### src/sv/one_wire_master_timing_defines.svh
// Assertion macros shared by the one-wire master timing RTL.
// Included by the top level, which carries the concurrent checks; no other dependencies.
`ifndef ONE_WIRE_MASTER_TIMING_DEFINES_SVH
`define ONE_WIRE_MASTER_TIMING_DEFINES_SVH

// Same-cycle implication, checked out of reset
`define OWM_ASSERT_NOW(label, clk, rst_n, ante, cons, msg) \
    label: assert property (@(posedge clk) disable iff (!rst_n) (ante) |-> (cons)) \
        else $error(msg);

// Next-cycle implication, checked out of reset
`define OWM_ASSERT_NEXT(label, clk, rst_n, ante, cons, msg) \
    label: assert property (@(posedge clk) disable iff (!rst_n) (ante) |=> (cons)) \
        else $error(msg);

`endif

### src/sv/owm_pkg.sv
// Package for the one-wire master timing block: widths, phase codes,
// register indexes, result struct and duration helpers. No dependencies.
package owm_pkg;

    // Timer and register geometry
    localparam int TIMER_BITS = 10;
    localparam int CFG_W      = 10;
    localparam int NUM_CFG    = 8;
    localparam int ADDR_W     = 5;
    localparam int DATA_W     = 32;
    localparam int CMP_W      = (CFG_W > TIMER_BITS) ? CFG_W : TIMER_BITS;

    localparam logic [TIMER_BITS-1:0] TIMER_MAX = '1;

    typedef logic [NUM_CFG-1:0][CFG_W-1:0] cfg_t;

    // Register indexes
    localparam logic [2:0] REG_RESET_LOW     = 3'd0;
    localparam logic [2:0] REG_PRESENCE_WAIT = 3'd1;
    localparam logic [2:0] REG_RESET_TAIL    = 3'd2;
    localparam logic [2:0] REG_SLOT_START    = 3'd3;
    localparam logic [2:0] REG_WRITE_HOLD    = 3'd4;
    localparam logic [2:0] REG_RECOVERY      = 3'd5;
    localparam logic [2:0] REG_READ_SAMPLE   = 3'd6;
    localparam logic [2:0] REG_READ_TAIL     = 3'd7;

    localparam cfg_t CFG_RESET = '{
        10'd50, 10'd12, 10'd2, 10'd60, 10'd2, 10'd410, 10'd70, 10'd480
    };

    // Command codes on the mode field
    localparam logic [1:0] MODE_TICK  = 2'd0;
    localparam logic [1:0] MODE_RESET = 2'd1;
    localparam logic [1:0] MODE_WRITE = 2'd2;
    localparam logic [1:0] MODE_READ  = 2'd3;

    typedef enum logic [3:0] {
        PH_IDLE     = 4'd0,
        PH_RST_LOW  = 4'd1,
        PH_RST_WAIT = 4'd2,
        PH_RST_TAIL = 4'd3,
        PH_W_START  = 4'd4,
        PH_W_HOLD   = 4'd5,
        PH_W_REC    = 4'd6,
        PH_R_START  = 4'd7,
        PH_R_WAIT   = 4'd8,
        PH_R_TAIL   = 4'd9
    } phase_t;

    // One result item
    typedef struct packed {
        logic       pull;
        logic       busy;
        logic       done;
        logic       no_dev;
        logic [7:0] rdata;
    } res_t;

    // Register that times a given phase
    function automatic logic [2:0] phase_reg_idx(phase_t ph);
        logic [2:0] idx;
        case (ph)
            PH_RST_LOW:  idx = REG_RESET_LOW;
            PH_RST_WAIT: idx = REG_PRESENCE_WAIT;
            PH_RST_TAIL: idx = REG_RESET_TAIL;
            PH_W_START:  idx = REG_SLOT_START;
            PH_R_START:  idx = REG_SLOT_START;
            PH_W_HOLD:   idx = REG_WRITE_HOLD;
            PH_W_REC:    idx = REG_RECOVERY;
            PH_R_WAIT:   idx = REG_READ_SAMPLE;
            default:     idx = REG_READ_TAIL;
        endcase
        return idx;
    endfunction

    // Phase length in ticks: zero counts as one, saturates at the timer max
    function automatic logic [TIMER_BITS-1:0] phase_ticks(logic [CFG_W-1:0] c);
        logic [CMP_W-1:0] ext;
        ext = CMP_W'(c);
        if (ext == '0)
        begin
            ext = CMP_W'(1);
        end
        if (ext > CMP_W'(TIMER_MAX))
        begin
            ext = CMP_W'(TIMER_MAX);
        end
        return ext[TIMER_BITS-1:0];
    endfunction

endpackage

### src/sv/owm_engine.sv
// Bus timing engine: phase state, microsecond counter, bit shifters.
// Computes one result per tick from the state and the tick's inputs; uses owm_pkg.
module owm_engine (
    input  logic               clk,
    input  logic               rst_n,
    input  logic               step,
    input  owm_pkg::cfg_t      cfg,
    input  logic [1:0]         mode,
    input  logic [7:0]         write_data,
    input  logic               line_level,
    output owm_pkg::res_t      res
);
    import owm_pkg::*;

    phase_t                  phase_reg, phase_next;
    logic [TIMER_BITS-1:0]   cnt_reg, cnt_next;
    logic [2:0]              bidx_reg, bidx_next;
    logic [7:0]              tx_reg, tx_next;
    logic [7:0]              rx_reg, rx_next;
    logic                    pres_reg, pres_next;

    phase_t                  ph;
    logic [TIMER_BITS-1:0]   cnt_inc;
    logic [TIMER_BITS-1:0]   dur;
    logic                    last_bit;
    logic                    pull, busy, done;

    // Start decode, per-phase outputs, phase advance
    always_comb
    begin
        cnt_next  = cnt_reg;
        bidx_next = bidx_reg;
        tx_next   = tx_reg;
        rx_next   = rx_reg;
        pres_next = pres_reg;
        pull      = 1'b0;
        busy      = 1'b0;
        done      = 1'b0;

        // unused codes fall back to idle
        case (phase_reg)
            PH_RST_LOW, PH_RST_WAIT, PH_RST_TAIL,
            PH_W_START, PH_W_HOLD, PH_W_REC,
            PH_R_START, PH_R_WAIT, PH_R_TAIL: ph = phase_reg;
            default:                          ph = PH_IDLE;
        endcase

        // command taken only when idle; its tick is the first of the phase
        if (ph == PH_IDLE && mode != MODE_TICK)
        begin
            cnt_next  = '0;
            bidx_next = '0;
            case (mode)
                MODE_RESET: ph = PH_RST_LOW;
                MODE_WRITE:
                begin
                    ph      = PH_W_START;
                    tx_next = write_data;
                end
                default:
                begin
                    ph      = PH_R_START;
                    rx_next = '0;
                end
            endcase
        end

        phase_next = ph;
        cnt_inc    = cnt_next + TIMER_BITS'(1);
        dur        = phase_ticks(cfg[phase_reg_idx(ph)]);
        last_bit   = (bidx_next == 3'd7);

        if (ph != PH_IDLE)
        begin
            busy = 1'b1;
            case (ph)
                PH_RST_LOW, PH_W_START, PH_R_START: pull = 1'b1;
                PH_W_HOLD:   pull = ~tx_next[0];
                PH_RST_TAIL:
                begin
                    if (cnt_next == '0)
                    begin
                        pres_next = line_level;
                    end
                end
                PH_R_TAIL:
                begin
                    if (cnt_next == '0 && line_level)
                    begin
                        rx_next = rx_next | (8'd1 << bidx_next);
                    end
                end
                default: pull = 1'b0;
            endcase

            if (cnt_inc >= dur)
            begin
                cnt_next = '0;
                case (ph)
                    PH_RST_LOW:  phase_next = PH_RST_WAIT;
                    PH_RST_WAIT: phase_next = PH_RST_TAIL;
                    PH_RST_TAIL: phase_next = PH_IDLE;
                    PH_W_START:  phase_next = PH_W_HOLD;
                    PH_W_HOLD:   phase_next = PH_W_REC;
                    PH_W_REC:
                    begin
                        tx_next    = {1'b0, tx_next[7:1]};
                        phase_next = last_bit ? PH_IDLE : PH_W_START;
                        bidx_next  = bidx_next + 3'd1;
                    end
                    PH_R_START:  phase_next = PH_R_WAIT;
                    PH_R_WAIT:   phase_next = PH_R_TAIL;
                    default:
                    begin
                        phase_next = last_bit ? PH_IDLE : PH_R_START;
                        bidx_next  = bidx_next + 3'd1;
                    end
                endcase
                done = (phase_next == PH_IDLE);
            end
            else
            begin
                cnt_next = cnt_inc;
            end
        end
    end

    // State registers advance once per accepted tick
    always_ff @(posedge clk or negedge rst_n)
    begin
        if (!rst_n)
        begin
            phase_reg <= PH_IDLE;
            cnt_reg   <= '0;
            bidx_reg  <= '0;
            tx_reg    <= '0;
            rx_reg    <= '0;
            pres_reg  <= 1'b1;
        end
        else if (step)
        begin
            phase_reg <= phase_next;
            cnt_reg   <= cnt_next;
            bidx_reg  <= bidx_next;
            tx_reg    <= tx_next;
            rx_reg    <= rx_next;
            pres_reg  <= pres_next;
        end
    end

    assign res.pull   = pull;
    assign res.busy   = busy;
    assign res.done   = done;
    assign res.no_dev = pres_next;
    assign res.rdata  = rx_next;

endmodule

### src/sv/one_wire_master_timing.sv
// Top level of the one-wire master timing block: register port, tick channel,
// two-entry result buffer. Uses owm_pkg, owm_engine and the assertion macro header.
//
//  channel   direction  handshake          payload
//  tick in   in         in_valid/in_stall  mode, write_data, line_level
//  result    out        out_valid/out_stall line_pull_low, busy_res, done_res,
//                                           no_device, read_data
//  config    in         psel/penable/pwrite paddr, pwdata, prdata (pready tied high)
//
// One tick item is taken per clock while in_stall is low; its result is registered in the result buffer.
// The result buffer holds two items, so a tick is taken while one result waits;
// in_stall rises only when both entries are full.
// Timing state and the registers come out of reset with the default durations.
// Register writes are registered in cfg_reg; the engine reads them on the next tick.
module one_wire_master_timing (
    input  logic                        clk,
    input  logic                        rst_n,
    // tick channel
    input  logic                        in_valid,
    output logic                        in_stall,
    input  logic [1:0]                  mode,
    input  logic [7:0]                  write_data,
    input  logic                        line_level,
    // result channel
    output logic                        out_valid,
    input  logic                        out_stall,
    output logic                        line_pull_low,
    output logic                        busy_res,
    output logic                        done_res,
    output logic                        no_device,
    output logic [7:0]                  read_data,
    // register port
    input  logic                        psel,
    input  logic                        penable,
    input  logic                        pwrite,
    input  logic [owm_pkg::ADDR_W-1:0]  paddr,
    input  logic [owm_pkg::DATA_W-1:0]  pwdata,
    output logic [owm_pkg::DATA_W-1:0]  prdata,
    output logic                        pready
);
    import owm_pkg::*;
    `include "one_wire_master_timing_defines.svh"

    cfg_t        cfg_reg;
    logic [2:0]  reg_idx;
    logic        cfg_wr;

    logic        acc;
    logic        out_fire;
    res_t        res;

    res_t        main_reg, main_next;
    logic        main_valid_reg, main_valid_next;
    res_t        skid_reg, skid_next;
    logic        skid_valid_reg, skid_valid_next;

    // Register port
    assign pready  = 1'b1;
    assign reg_idx = paddr[ADDR_W-1:2];
    assign cfg_wr  = psel && penable && pwrite && pready;
    assign prdata  = DATA_W'(cfg_reg[reg_idx]);

    always_ff @(posedge clk or negedge rst_n)
    begin
        if (!rst_n)
        begin
            cfg_reg <= CFG_RESET;
        end
        else if (cfg_wr)
        begin
            cfg_reg[reg_idx] <= pwdata[CFG_W-1:0];
        end
    end

    // Tick handshake
    assign in_stall = skid_valid_reg;
    assign acc      = in_valid && !in_stall;
    assign out_fire = main_valid_reg && !out_stall;

    owm_engine u_engine (
        .clk        (clk),
        .rst_n      (rst_n),
        .step       (acc),
        .cfg        (cfg_reg),
        .mode       (mode),
        .write_data (write_data),
        .line_level (line_level),
        .res        (res)
    );

    // Result buffer: main entry drives the port, skid catches one more
    always_comb
    begin
        main_next       = main_reg;
        main_valid_next = main_valid_reg;
        skid_next       = skid_reg;
        skid_valid_next = skid_valid_reg;
        if (!main_valid_reg || out_fire)
        begin
            if (skid_valid_reg)
            begin
                main_next       = skid_reg;
                main_valid_next = 1'b1;
                skid_valid_next = 1'b0;
            end
            else
            begin
                main_next       = res;
                main_valid_next = acc;
            end
        end
        else if (acc)
        begin
            skid_next       = res;
            skid_valid_next = 1'b1;
        end
    end

    always_ff @(posedge clk or negedge rst_n)
    begin
        if (!rst_n)
        begin
            main_valid_reg <= 1'b0;
            skid_valid_reg <= 1'b0;
        end
        else
        begin
            main_valid_reg <= main_valid_next;
            skid_valid_reg <= skid_valid_next;
        end
    end

    always_ff @(posedge clk)
    begin
        main_reg <= main_next;
        skid_reg <= skid_next;
    end

    assign out_valid     = main_valid_reg;
    assign line_pull_low = main_reg.pull;
    assign busy_res      = main_reg.busy;
    assign done_res      = main_reg.done;
    assign no_device     = main_reg.no_dev;
    assign read_data     = main_reg.rdata;

    // Checks
    `OWM_ASSERT_NOW(a_skid_behind_main, clk, rst_n, skid_valid_reg, main_valid_reg,
        "skid entry held without a main entry")
    `OWM_ASSERT_NOW(a_done_in_op, clk, rst_n, acc && res.done, res.busy,
        "operation finished on a tick outside an operation")
    `OWM_ASSERT_NEXT(a_skid_refills_main, clk, rst_n, skid_valid_reg && out_fire,
        main_valid_reg && !skid_valid_reg, "skid entry lost on drain")
    `OWM_ASSERT_NOW(a_pull_in_op, clk, rst_n, acc && res.pull, res.busy,
        "line driven low outside an operation")

endmodule

### config.mk
export PLATFORM = sky130hd
export DESIGN_NAME = one_wire_master_timing
export DESIGN_NICKNAME = d
export VERILOG_FILES = /design/src/sv/owm_pkg.sv /design/src/sv/owm_engine.sv /design/src/sv/one_wire_master_timing.sv
export VERILOG_INCLUDE_DIRS = /design/src /design/src/sv
export SDC_FILE = /design/constraint.sdc
export NUM_CORES = 1
export LEC_CHECK = 0
export BUFFER_PORTS_ARGS = -buffer_cell sky130_fd_sc_hd__clkbuf_2
export CAP_MARGIN = 30
export CORE_MARGIN = 2
export CORE_UTILIZATION = 45
export DETAILED_ROUTE_END_ITERATION = 8
export GPL_TIMING_DRIVEN = 0
export SYNTH_ARGS = -nofsm -noshare
export SYNTH_HDL_FRONTEND = slang
export SYNTH_SLANG_ARGS = --single-unit
### constraint.sdc
create_clock -name clk -period 10.5 [get_ports clk]
set_input_delay 1.05 -clock clk [delete_from_list [all_inputs] [get_ports clk]]
set_output_delay 1.05 -clock clk [all_outputs]
set_load 0.01 [all_outputs]
Word level (Yosys, flattened, before mapping)
Memory sizes are Yosys's and may differ from the RTL's.
Index checks and enable logic that the tools add are counted.
- register bits: 140
- bits in read-only memories: 48
- input port bits: 55
- output and inout port bits: 47
- logic and storage cells: 130
- memories: 1
- add/subtract/negate cells: 2
- order comparisons: 5
- equal/unequal tests: 21
- shift operators: 1
- multiplexer cells: 48
- bitwise operators: 3
- reduce and logical (&&, ||, !) cells: 23
- memories (name ; depth ; bits a word ; rd ports ; clocked after memory_dff ; wr ports ; line ; source):
    (name not given) ; 16 ; 3 ; 1 ; 0 ; 0 ; owm_pkg.sv:62 ; case (ph)
- operators with widths (kind ; count):
    bitwise mux 80 bit ; 1
    two-way mux 10 bit ; 8
    two-way mux 8 bit ; 10
    binary-select mux 10 bit (select 3 bit) ; 2
    equality test 4 x 3 -> 1 bit, second input constant ; 8
    one-hot mux 4 bit (8 select lines) ; 1
    demux 10 bit (select 3 bit) ; 1
    two-way mux 4 bit ; 6
    logical NOT 10 bit ; 2
    two-way mux 3 bit ; 6
    equality test 4 x 2 -> 1 bit, second input constant ; 4
    equality test 4 bit, second input constant ; 4
    two-way mux 12 bit ; 1
    adder 10 x 1 -> 10 bit, second input constant ; 1
    >= comparator 10 bit ; 1
    greater-than comparator 10 bit, second input constant ; 1
    two-way mux 1 bit ; 10
    OR reduction 9 bit ; 1
    equality test 4 x 1 -> 1 bit, second input constant ; 2
    logical NOT 4 bit ; 2
    < comparator 3 x 4 -> 1 bit, second input constant ; 2
    OR 8 bit ; 1
    left shift 1 x 3 -> 8 bit, first input constant ; 1
    logical AND 1 bit ; 7
    16 further kinds ; 20

Longest topological paths before layout
Gate-level depths: netlist (run 1).
An unclocked memory read counts as a cell.
- depth after elaboration: 20
- gate-level depth with buffers: 25
- gate-level depth less buffers: 23

Modules after synthesis
A second synthesis (run 1) with hierarchy kept.
- cells, all modules: 711
- area, all modules: 8425.6 um^2
- modules (own cells, without submodules) (module ; times used ; cells each ; area an instance (um^2) ; sequential area each (um^2)):
    one_wire_master_timing ; 1 ; 299 ; 4855.9 ; 2801.4
    owm_engine ; 1 ; 412 ; 3569.7 ; 852.1

Least setup slack after synthesis (run 1)
No wires, ideal clock.
- path kind: in2reg
- from: in mode[0]
- to: reg main_reg, in the netlist done_res (data pin)
- setup time: 0.130 ns
- arrival time: 5.562 ns
- data required time: 10.370 ns
- path slack: 4.808 ns
- stages on the path: 25
- buffers on the path: 3
- cells stage by stage: inv_1 -> ha_1 -> a21oi_1 -> nand2b_1 -> clkbuf_1 -> a21boi_0 -> ha_1 -> clkbuf_1 -> nand2_2 -> buf_2 -> mux2i_1 -> mux2i_1 -> mux2i_1 -> and2_1 -> and4_1 -> a31o_1 -> ha_1 -> nand2b_1 -> a21o_1 -> a21oi_1 -> o211ai_1 -> nand3_1 -> a2111o_1 -> nor3_2 -> mux2_2
- RTL lines (element ; line ; source):
    from (decl) ; one_wire_master_timing.sv:21 ; input logic [1:0] mode,
    to (signal assigned) ; one_wire_master_timing.sv:135 ; main_reg <= main_next;
    to (decl) ; one_wire_master_timing.sv:52 ; res_t main_reg, main_next;

==> results.md, run 1 <==
Status:
- The run finished with clean final reports.

Global routing:
- The number of global-route vias before repair was 6491.
- The met1 demand-to-capacity share in global routing is 0.286.
- For this run, the total global-route usage over all layers was measured as 0.224.
- In this run the most used layer during global routing was met2.
- The wire length of the first global-routing pass is 34300 um.
- For met2 alone, demand over resource in global routing was 0.383.
- The met3 track demand over resource in global routing is 0.0424.
- The number of antenna violations at the first check in global routing is 0.
- Entering global routing, the biggest net connects 117 pins.
- For this run the aggregate overflow at the end of global routing stands at 0.

Power and ir drop:
- The leakage power figure is 4.37 nW.
- Power spread over the standard cell area amounts to 315 mW/mm2.
- The design draws 3.04 mW.
- Across the VDD grid, the largest voltage drop is 0.174 mV.

Placement:
- The total placed instance area is 0.00904 mm2.
- During placement, the flow inserted port buffers numbering 53.
- The final weighted congestion in routability-driven placement is 0.841.
- The estimated wirelength of the detail-placed design is 15200 um.

Clocking:
- The number of clock buffers added by TritonCTS is 17.
- The clock tree from TritonCTS is done.
- The number of setup buffers added after CTS is 0.
- Gates resized during post-CTS repair numbered 0.
- The number of hold-repair buffers added at the cts stage is 0.
- The clock latency on the worst-skew pair is 0.43 ns.
- The count of H-tree levels built during CTS is 4.
- The clock-pin slew reported for the worst setup and hold paths after clock tree synthesis is 0.06 ns.
- The count of clock tree sinks is 140.
- The cell at the root of the clock tree is sky130_fd_sc_hd__clkbuf_16.
- Counting along the longest clock path gives a buffer depth of 2.

Logic synthesis:
- The primary flip-flop cell chosen by synthesis mapping is sky130_fd_sc_hd__dfrtp_1.
- The proportion of synthesized chip area in sequential cells is 0.437.
- Of all flip-flops after synthesis, the portion carrying an async set or reset was 0.829.
- After synthesis, the mean cell area works out to 11.0 um2.
- The mapped cell area is 0.00835 mm2.
- The synthesized design spends more area on one cell type than any other, namely sky130_fd_sc_hd__dfrtp_1.
- By area the synthesized netlist is led by sky130_fd_sc_hd__dfrtp_1, sky130_fd_sc_hd__mux2_2, sky130_fd_sc_hd__edfxtp_1.
- The fraction of post-synthesis cell area in the top cell type by area is 0.276.
- sky130_fd_sc_hd__mux2_2 is the most common cell in the netlist.
- In the synthesized netlist, the cells that appear most often are sky130_fd_sc_hd__mux2_2, sky130_fd_sc_hd__dfrtp_1, sky130_fd_sc_hd__nand2_1.
- In this run, synthesis inferred 24 flip-flops with an integrated enable.
- Yosys mapped the design onto 78 distinct sky130hd cell types.
- The yosys synthesis warning count is 0.
- The cell count after synthesis came out at 760.
- The number of flip-flops and latches in the synthesized netlist is 140.

Route:
- After detailed routing, the average wire length per cell comes to 19.5 um.
- In the routed design, unresolved DRC markers number 0.
- In this run the remaining antenna-violating nets after routing total 0.
- The DRC marker count from the first detailed-route iteration is 504.
- The number of detailed-routing iterations run before antenna repair is 5.
- The aggregate routed wire length is 21500 um.
- The routed layout has 6436 vias.
- In the routed layout, each cell is associated on average with a via count of 5.84.

Flow run:
- The tool flagged a number of max-cap violations equal to 0.

Floorplan:
- After floorplanning, the core was divided into 49 placement rows.
- The number of top-level pins is 102.
- The initial utilization of the core area, before any placement, comes to 0.462.
- Measured along the x axis, the die boundary spans 140 um.
- The overall die area is 0.0197 mm2.
- Measured along the y axis, the die boundary spans 140 um.
- The total area inside the core boundary comes to 0.0181 mm2.

Worst setup path:
- For the worst setup path, the data required time is 10.80 ns.
- The worst setup path is of the primary input to flip-flop kind.
- The maximum fanout along the worst path is 10.
- The worst setup path is launched from a primary input.
- Tracing the worst setup path back leads to its startpoint at mode[0].
- The worst flop-to-flop path startpoint is u_engine.phase_reg[2].
- The critical path crosses 26 cells after its start point.
- In this run the register-to-register setup slack is 3.80 ns.
- The kind of cell adding the most delay to the critical path is compound AO/OA/AOI/OAI gates.
- The endpoint type of the worst setup path is a flip-flop.
- In this run the worst setup path terminates at done_res.
- The worst-case reg-to-reg path depth is 25.
- The data arrival time of the critical path is 7.10 ns.
- The endpoint of the most critical register-to-register path is done_res.
- The delay of the slowest critical-path stage is 0.57 ns.
- The largest individual stage delay along the critical path comes from the cell sky130_fd_sc_hd__a21boi_0.
- The number of buffers and inverters on the critical path is 5.

Timing:
- The final setup violation count is 0.
- The transition time at the pin with the least slew margin is 0.917 ns.
- The post-route clock skew is 0.00953 ns.
- The final cycle utilization of the critical path is 0.648.
- In this run the tightest slew margin relative to its limit is 0.385.
- The final-report hold violation count is 0.
- The maximum operating frequency is 0.147 GHz.
- Setup repair after global routing left no endpoint under its margin.
- The number of slew-limit violations in the final report came to 0.
- After layout, the minimum clock period comes to 6.80 ns.
- For the final routed database, the setup TNS stands at 0 ns.

Finish:
- The post-route core utilization is 0.535.
- In the final design database the tool counted 941 nets.
- The post-route cell area is 0.00967 mm2.
- The register with the most flip-flops in the layout has 80 of them.
- In the final layout, the share of cells above drive strength 1 is 0.312.
- The area growth from synthesis to layout is 15.8%.
- The layout has 1583 filler cells.

Hold path:
- The class of the tightest hold or removal check is primary input to asynchronous set/reset pin.
==> per-layer routing <==
layer | wire length [um] | vias up
met4 | 559 | 0
li1 | - | 2964
met1 | 9140 | 3182
met2 | 10600 | 242
met5 | 0 | -
met3 | 1220 | 48
==> power breakdown <==
group / total [mW] / internal (mW) / switching (mW)
registers: 0.777 / 0.695 / 0.0820
clock network: 0.614 / 0.375 / 0.239
logic: 1.65 / 0.672 / 0.981
==> worst min path at each step <==
| stage | from | to | slack, ns |
|---|---|---|---|
| 2_1_floorplan | u_engine.pres_reg | u_engine.pres_reg | 0.44 |
| 4_1_cts | u_engine.tx_reg[0] | u_engine.tx_reg[0] | 0.48 |
| 5_1_grt | rst_n | u_engine.tx_reg[5] | 0.42 |
| 3_3_place_gp | u_engine.pres_reg | u_engine.pres_reg | 0.45 |
| 6_report | rst_n | u_engine.tx_reg[5] | 0.43 |
| 3_5_place_dp | u_engine.tx_reg[0] | u_engine.tx_reg[0] | 0.46 |
==> metrics by stage <==
step | worst slack, ns | instances | hold slack [ns]
2_1_floorplan | 4.81 | 781 | 0.437
3_3_place_gp | 3.56 | 1063 | 0.449
3_5_place_dp | 3.43 | 1068 | 0.465
4_1_cts | 3.81 | 1100 | 0.478
5_1_grt | 3.37 | 1101 | 0.416
6_report | 3.70 | 1102 | 0.428
==> cells in the final DEF, fill, tap and decap left out, types with 10 or more instances in the layout <==
master | synthesis | layout
sky130_fd_sc_hd__dfstp_2 | 24 | 24
sky130_fd_sc_hd__clkbuf_16 | 0 | 17
sky130_fd_sc_hd__edfxtp_1 | 24 | 24
sky130_fd_sc_hd__mux2_2 | 99 | 99
sky130_fd_sc_hd__ha_1 | 27 | 27
sky130_fd_sc_hd__inv_1 | 19 | 19
sky130_fd_sc_hd__o21ai_0 | 29 | 29
sky130_fd_sc_hd__clkbuf_2 | 0 | 52
sky130_fd_sc_hd__nor2_1 | 45 | 45
sky130_fd_sc_hd__conb_1 | 2 | 23
sky130_fd_sc_hd__o22ai_1 | 10 | 10
sky130_fd_sc_hd__nand3_1 | 15 | 15
sky130_fd_sc_hd__a22o_1 | 24 | 24
sky130_fd_sc_hd__mux4_2 | 10 | 10
sky130_fd_sc_hd__dfrtp_1 | 92 | 92
sky130_fd_sc_hd__a211oi_1 | 10 | 10
sky130_fd_sc_hd__a21oi_1 | 20 | 20
sky130_fd_sc_hd__nand2_1 | 86 | 86
sky130_fd_sc_hd__clkbuf_1 | 19 | 21
sky130_fd_sc_hd__buf_4 | 23 | 24
sky130_fd_sc_hd__mux2i_1 | 35 | 35
==> layout make-up <==
class,count,area (um2),share of cell area
buffer,59,357,0.0369
sequential,140,3650,0.378
antenna,1,2.50,0.000259
inverter,19,71.3,0.00737
timing repair buffer,59,354,0.0366
tap,229,287,0.0296
clock inverter,13,164,0.0169
multi-input combinational,563,4350,0.450
clock buffer,19,433,0.0448
==> cells by family (layout without fill, tap and decap cells) <==
kind of cell,Yosys count,in the layout,share of synthesized area
adders and majority gates,27,27,0.0404
xor gates and xnor gates,7,7,0.00734
buffers and inverters,78,169,0.0512
and+or+nand+nor,206,206,0.120
muxes,147,147,0.208
AOI/OAI and AO/OA,153,153,0.135
DFF,140,140,0.437
other,2,24,0.000899
(Power assumes the default switching activity.)
==> run 2: changes to the inputs <==
--- a/config.mk
+++ b/config.mk
@@ -6,6 +6,7 @@
 export SDC_FILE = /design/constraint.sdc
 export NUM_CORES = 1
 export LEC_CHECK = 0
+export ABC_AREA = 1
 export BUFFER_PORTS_ARGS = -buffer_cell sky130_fd_sc_hd__clkbuf_2
 export CAP_MARGIN = 30
 export CORE_MARGIN = 2
==> constraint.sdc (replaced) <==
create_clock -name clk -period 6.39 [get_ports clk]
set_input_delay 0.639 -clock clk [delete_from_list [all_inputs] [get_ports clk]]
set_output_delay 0.639 -clock clk [all_outputs]
set_load 0.01 [all_outputs]
==> run 2 against run 1 <==
Against the previous run:
- sequential share of layout area up 0.85 points
- final cell count up 28%
- total power up 75%
- critical path type unchanged
- synthesized cell count up 41%
==> results.md, run 2 <==
Logic synthesis:
- The adder and majority cell fraction of the synthesized area is 0.0411.
- The synthesized design contains 24 enable-type register cells.
- The post-synthesis instance total is 1074.
- A synthesized cell averages 7.65 um2.
- The share of synthesized area spent on multiplexers is 0.
- By area, the combinational part of the netlist is dominated by simple AND/OR/NAND/NOR gates.
- The distinct cell type count of the synthesized netlist is 43.
- The fraction of post-synthesis cell area in the top cell type by area is 0.280.
- The number of flip-flops and latches in the synthesized netlist is 140.
- The proportion of synthesized chip area in sequential cells is 0.445.
- The post-synthesis compound-gate area fraction came to 0.154.
- In the post-synthesis netlist, the biggest area contributors are sky130_fd_sc_hd__dfrtp_1, sky130_fd_sc_hd__nand2_1, sky130_fd_sc_hd__edfxtp_1.
- The Yosys step of the flow raised 0 warnings.
- The cell with the most instances after synthesis is sky130_fd_sc_hd__nand2_1.
- The area share of and/or/nand/nor cells after synthesis is 0.238.
- Among all flip-flop cells after synthesis, the most frequent one is sky130_fd_sc_hd__dfrtp_1.
- After synthesis, the most frequently instantiated cells are sky130_fd_sc_hd__nand2_1, sky130_fd_sc_hd__inv_1, sky130_fd_sc_hd__o21ai_0.
- The share of flip-flops with an asynchronous set or reset is 0.829.
- The biggest area contributor in the post-synthesis netlist is sky130_fd_sc_hd__dfrtp_1.
- The xor-xnor portion of the synthesized cell area is 0.00533.
- The mapped cell area is 0.00822 mm2.

Global routing:
- The global router's overall resource usage is 0.257.
- For this run, global-route usage on met2 was measured as 0.411.
- The wire length of the first global-routing pass is 39400 um.
- The maximum number of pins on one net before global-route repair is 71.
- The number of global-route vias before repair is 7307.
- After global routing the overflow that remains totals 0.
- The met1 demand-to-capacity share in global routing is 0.347.
- The met3 track demand over resource in global routing is 0.0439.
- The number of antenna violations at the first check in global routing is 0.
- met2 is the most crowded layer.

Placement:
- The HPWL after detailed placement is 18200 um.
- The count of buffers added on input and output ports is 54.
- The final weighted congestion in routability-driven placement is 0.924.

Finish:
- The register with the most flip-flops in the layout has 80 of them.
- The library cells used most frequently in the layout, excluding fill and tap cells, are sky130_fd_sc_hd__nand2_1, sky130_fd_sc_hd__inv_1, sky130_fd_sc_hd__o21ai_0.
- In the final layout, flip-flops and latches occupy 0.00365 mm2.
- The antenna diode instance count is 0.
- The area occupied by multi-input gates is 0.00369 mm2.
- After the last flow step, the layout net total stands at 1252.
- The layout cell share with drive strength beyond 1 is 0.133.
- The leading cell type in the layout, fill and taps excluded is sky130_fd_sc_hd__nand2_1.
- From synthesis to final layout, the design area changed by 15.1%.
- The filler cell count in the final layout is 1765.

Clocking:
- Post-CTS repair changed the size of 0 cells.
- The number of hold-repair buffers added at the cts stage is 0.
- Clock tree synthesis found a total of 140 sinks.
- After clock tree synthesis, the clock-pin slew on the worst setup and hold paths is 0.07 ns.
- The cell at the root of the clock tree is sky130_fd_sc_hd__clkbuf_16.
- The clock latency on the worst-skew pair is 0.43 ns.
- Once the clock tree was built, the setup fixing pass inserted 0 buffers.
- TritonCTS built the clock tree.
- The number of buffers between clock root and the deepest sink is 2.
- The number of buffers added by the clock tree synthesis step is 17.
- The H-tree was split into 4 levels.

Floorplan:
- The number of top-level pins is 102.
- The die is 139 um wide.
- The die covers 0.0194 mm2.
- The die is 139 um tall.
- After floorplanning, the core was sized to cover 0.0180 mm2.
- For this configuration, the core starts out at a cell density of 0.458.
- The standard-cell row count is 49.

Power and ir drop:
- The power dissipated by switching net loads is 2.64 mW.
- The share of total power dissipated in combinational logic is 0.576.
- The proportion of total power due to net switching is 0.496.
- The power density over cell area is 562 mW/mm2.
- VDD sags by at most 0.375 mV.
- The sum of internal, switching and leakage power is 5.32 mW.
- The leakage power figure is 4.52 nW.
- The share of total power dissipated in sequential elements is 0.242.
- The internal power summed over all cells is 2.68 mW.
- The share of total power dissipated in the clock network is 0.182.

Route:
- The detailed router finished its first iteration with 474 violations.
- The final route contains 7498 vias.
- In the final routed layout, each cell accounts on average for 17.1 um.
- The via count normalized by instance count is 5.31.
- The number of detailed-routing iterations run before antenna repair is 5.
- The final layout contains routed wiring with a total length of 24100 um.
- In this run the remaining antenna-violating nets after routing total 0.
- For this run, design rule violations remaining after detail routing come to 0.

Worst setup path:
- The required time of the worst setup path is 6.68 ns.
- On the critical path, the stage with the largest delay is an instance of sky130_fd_sc_hd__nor2_1.
- Among the stages of the critical path, the cell type that occurs most often is sky130_fd_sc_hd__nand2_1.
- The endpoint of the most critical register-to-register path is u_engine.tx_reg[0].
- The type of the worst setup path is primary input to flip-flop.
- The endpoint type of the worst setup path is a flip-flop.
- Data arrives at the worst endpoint at 5.94 ns.
- The largest single stage delay on the critical path is 0.51 ns.
- The worst register-to-register path has a depth of 28.
- In this run the worst path has a maximum fanout of 10.
- The worst setup path is launched from a primary input.
- The worst flop-to-flop path startpoint is u_engine.phase_reg[1].
- The setup slack of the most critical reg-to-reg path is 0.77 ns.

Timing:
- The transition time at the pin with the least slew margin is 1.08 ns.
- The final setup violation count is 0.
- The time the final worst path needs with I/O delays and setup is 5.65 ns.
- Derived from the worst setup path, the maximum achievable clock frequency is 0.177 GHz.
- Setup repair after global routing left no endpoint under its margin.
- The final-report hold violation count came to 0.
- The post-route clock skew is 0.0140 ns.
- The sum of negative setup slack is 0 ns.
- The number of slew-limit violations in the final report is 0.
- The worst slew margin relative to its limit is 0.272.
- Dividing the final minimum period by the clock period gives 0.884.

Hold path:
- The class of the tightest hold or removal check is primary input to asynchronous set/reset pin.

Status:
- The run finished with clean final reports.

Flow run:
- The max-cap violation count is 0.
==> run 2: changes by cell type after synthesis, moves of 24 or more <==
| cell | delta |
|---|---|
| sky130_fd_sc_hd__inv_1 | +124 |
| sky130_fd_sc_hd__mux2i_1 | -35 |
| sky130_fd_sc_hd__nand3_1 | +50 |
| sky130_fd_sc_hd__nand4_1 | +33 |
| sky130_fd_sc_hd__a22o_1 | -24 |
| sky130_fd_sc_hd__mux2_2 | -99 |
| sky130_fd_sc_hd__o21ai_0 | +94 |
| sky130_fd_sc_hd__nand2_1 | +194 |
==> run 2: metal layers <==
layer / wire [um] / share of wire
met1: 10900 / 0.45
met2: 11200 / 0.46
met3: 1230 / 0.051
met4: 809 / 0.034
met5: 0 / 0
==> run 2: critical path, delay by kind of cell <==
family          cells  cell delay (ns)
simple gates       11             1.90
buf+inv            10             1.63
compound gates      7             1.01
fa+ha+maj           3             0.74
==> run 2: layout make-up <==
cell class              count  share of cell area
plain buffers              71              0.0401
multi-input cells         731               0.390
flip-flops and latches    140               0.386
well taps                 229              0.0303
clock buffers              17              0.0450
repair buffers             56              0.0329
clock inverters            15              0.0144
inverters                 153              0.0607
==> run 2: power by group through the flow <==
stage / combinational, mW / clock, mW / sequential [mW]
after detailed placement: 3.02 / 0 / 1.30
after CTS: 3.04 / 0.982 / 1.28
after global placement: 2.99 / 0 / 1.29
final: 3.06 / 0.967 / 1.29
after global routing: 3.50 / 1.02 / 1.31
after floorplan: 2.26 / 0 / 1.26
==> run 2: metrics by stage <==
stage                     worst slack [ns]  area (um2)  utilization  hold WS [ns]  cells
final                                0.744        9460        0.527         0.139   1412
after floorplan                       1.70        8300            -         0.343   1095
after global routing                 0.250        9460        0.527         0.168   1412
after CTS                            0.769        9460        0.527         0.150   1412
after detailed placement             0.345        8900        0.495         0.476   1380
after global placement               0.396        8850        0.493         0.464   1378
==> run 2: cells by family (layout without fill, tap and decap cells) <==
| family | Yosys count | count (layout) |
|---|---|---|
| simple gates | 456 | 456 |
| compound gates | 220 | 220 |
| other cells | 2 | 23 |
| xor+xnor | 5 | 5 |
| flops | 140 | 140 |
| buf+inv | 224 | 312 |
| fa+ha+maj | 27 | 27 |
==> run 2: how the worst max path moves through the flow <==
stage / endpoint / from / cells past startpoint
3_3_place_gp: u_engine.tx_reg[0] / mode[0] / 31
2_1_floorplan: u_engine.tx_reg[0] / mode[0] / 30
5_1_grt: done_res / mode[0] / 33
4_1_cts: u_engine.tx_reg[0] / mode[0] / 31
6_report: u_engine.tx_reg[0] / mode[0] / 31
3_5_place_dp: u_engine.tx_reg[0] / mode[0] / 31
==> run 3: changes to the inputs <==
--- a/config.mk
+++ b/config.mk
@@ -10,7 +10,7 @@
 export BUFFER_PORTS_ARGS = -buffer_cell sky130_fd_sc_hd__clkbuf_2
 export CAP_MARGIN = 30
 export CORE_MARGIN = 2
-export CORE_UTILIZATION = 45
+export CORE_UTILIZATION = 38
 export DETAILED_ROUTE_END_ITERATION = 8
 export GPL_TIMING_DRIVEN = 0
 export SYNTH_ARGS = -nofsm -noshare
==> run 3 against run 2 <==
Against the previous run:
- setup slack lost 0.092 ns
- maximum frequency shrank 1.6%
- final cell count grew 3.5%
- via count grew 3.2%
- clock skew shrank 0.0016 ns
- sequential power is essentially flat
- critical path type unchanged
- highest routed layer unchanged
- routed wire length grew 3.9%
- register-to-register slack lost 0.11 ns
- final area grew 1.2%
- sequential cell count is the same
- global-route usage shrank 2.8 points
==> results.md, run 3 (same netlist as run 2, synthesis figures left out) <==
Worst setup path:
- The library cell contributing the largest single delay on the critical path is sky130_fd_sc_hd__nor2_1.
- Grouping stages by cell kind, the critical path spends the most delay in simple AND/OR/NAND/NOR gates.
- The delay of the slowest critical-path stage is 0.59 ns.
- The cell with the most instances on the worst path is sky130_fd_sc_hd__nand2_1.
- The maximum fanout along the worst path is 10.
- The data arrival time of the critical path is 6.09 ns.
- Together, buffers and inverters on the worst path number 10.
- The required time of the worst setup path is 6.74 ns.
- The type of the worst setup path is primary input to flip-flop.
- The endpoint type of the worst setup path is a flip-flop.
- The critical path startpoint category is a primary input.

Clocking:
- Counting the buffers created by CTS gives 17.
- The clock-pin slew reported for the worst setup and hold paths after clock tree synthesis is 0.06 ns.
- The tree is rooted in a sky130_fd_sc_hd__clkbuf_16.
- After clock tree synthesis, the flow added hold-fix buffers numbering 0.
- For the worst-skew pair, the clock arrives at the later sink with an insertion delay of 0.43 ns.
- In this run the number of H-tree levels came out at 4.
- Once the clock tree was built, the setup fixing pass inserted 0 buffers.
- The longest clock path from root to sink contains 2 buffers.
- The number of gates resized after CTS is 0.
- The clock net in this run drives a total of 140 sinks.
- TritonCTS built the clock tree.

Route:
- The mean routed wirelength per cell is 17.2 um.
- The routed design has 25100 um of wire.
- The first detailed-routing pass took 5 iterations.
- After detailed routing, the number of remaining DRC violations is 0.
- The via count normalized by instance count is 5.30.
- The via count of the routed design is 7736.
- The count of nets left with antenna violations after detail routing is 0.
- The DRC marker count from the first detailed-route iteration is 712.

Floorplan:
- The initial utilization of the core area, before any placement, comes to 0.389.
- The floorplan step set the die width to 151 um.
- After floorplanning, the core was sized to cover 0.0212 mm2.
- During I/O placement, the number of pins put on the boundary was 102.
- The overall die area is 0.0228 mm2.
- The floorplan step set the die height to 151 um.
- Row generation in the floorplan step produced 53 rows.

Timing:
- Hold is met by 0.169 ns.
- The worst slew margin relative to its limit is 0.363.
- Across the routed clock network, the largest skew measured is 0.0123 ns.
- The transition time at the pin with the least slew margin is 0.951 ns.
- Setup violations remaining at the end of the flow were counted as 0.
- The time the final worst path needs with I/O delays and setup is 5.74 ns.
- Setup repair after global routing left no endpoint under its margin.
- The final cycle utilization of the critical path is 0.898.
- The slack of the critical path is 0.653 ns.
- Adding up every negative setup slack in the final design gives 0 ns.
- The final-report hold violation count is 0.
- The maximum operating frequency is 0.174 GHz.
- The number of slew-limit violations in the final report was 0.

Global routing:
- The wire length of the first global-routing pass is 40200 um.
- The number of global-route vias before repair is 7487.
- The number of antenna violations at the first check in global routing is 0.
- Entering global routing, the biggest net connects 67 pins.
- Across every metal layer, demand over resource in global routing totals 0.229.
- The overall overflow remaining after global route is 0.

Hold path:
- The tightest min-delay check is of the primary input to asynchronous set/reset pin type.

Flow run:
- The tool flagged a number of max-cap violations equal to 0.

Power and ir drop:
- The part of the power in the clock network is 0.189.
- The power dissipated by switching net loads is 2.66 mW.
- Of the total power, combinational logic draws 0.574.
- For this design the ratio of total power to cell area is 564 mW/mm2.
- Cell internal power was estimated by the tool at 2.74 mW.
- The sum of internal, switching and leakage power is 5.40 mW.
- Of the total power, registers draw 0.237.
- The peak ir drop on the vdd network is 0.320 mV.
- The proportion of total power due to net switching is 0.493.
- Summed over all cells, the static leakage comes to 4.57 nW.

Finish:
- The register with the most flip-flops in the layout has 80 of them.
- In the final layout, the share of cells above drive strength 1 is 0.137.
- The leading cell type in the layout, fill and taps excluded is sky130_fd_sc_hd__nand2_1.
- Fill cells in the final layout number 2182.
- The top cell types in the final layout, fill and taps aside, are sky130_fd_sc_hd__nand2_1, sky130_fd_sc_hd__inv_1, sky130_fd_sc_hd__o21ai_0.
- From synthesis to final layout, the design area changed by 16.5%.
- The repair_antennas step left the layout with diodes totalling 0.
- For this run, the post-layout net count is 1255.
- The finished layout holds 1461 standard cells, fillers aside.

Status:
- The run finished with clean final reports.

Placement:
- The count of port buffers added during placement is 54.
- The estimated wirelength of the detail-placed design is 18300 um.
- The final weighted congestion in routability-driven placement is 0.939.
- The cell count after placement is 1429.
- OpenSTA, run right after detailed placement, puts the worst setup slack at 0.237 ns.
[run 3: path summary, 6_finish.rpt]
path,start,end,slack [ns],cells after the start
max,mode[0],u_engine.tx_reg[0],0.65,32
min,rst_n,u_engine.tx_reg[2],0.17,1
max reg2reg,u_engine.phase_reg[1],u_engine.tx_reg[0],0.66,29
min reg2reg,cfg_reg[1],cfg_reg[1],0.49,2
max in group asynchronous,rst_n,cfg_reg[8],5.48,2
min in group clk,in_valid,out_valid,0.44,3
[run 3: layout make-up]
class / instances / area (um2) / share of cell area
Tap cell: 275 / 344 / 0.0359
Sequential cell: 140 / 3650 / 0.382
Timing Repair Buffer: 59 / 334 / 0.0349
Multi-Input combinational cell: 731 / 3690 / 0.386
Clock inverter: 14 / 159 / 0.0166
Clock buffer: 18 / 439 / 0.0459
Inverter: 153 / 574 / 0.0600
Buffer: 71 / 379 / 0.0396
[run 3: power by group through the flow]
stage	combinational [mW]	clock [mW]	sequential, mW
floorplan	2.26	0	1.26
global placement	3.00	0	1.28
detailed placement	3.06	0	1.29
CTS	3.08	1.03	1.28
global route	3.55	1.08	1.30
finish	3.10	1.02	1.28
[run 3: routing by layer]
layer | up-vias | track usage | part of all wire | routed length [um]
met5 | - | 0 | 0 | 0
met4 | 0 | 0.0860 | 0.029 | 738
met2 | 320 | 0.383 | 0.48 | 11900
met1 | 3650 | 0.301 | 0.44 | 10900
li1 | 3716 | - | - | -
met3 | 50 | 0.0364 | 0.059 | 1490
[run 3: stage by stage]
stage	cell area [um2]	util
finish	9570	0.453
global route	9570	0.453
CTS	9570	0.453
detailed placement	8980	0.424
global placement	8910	0.421
floorplan	8300	-
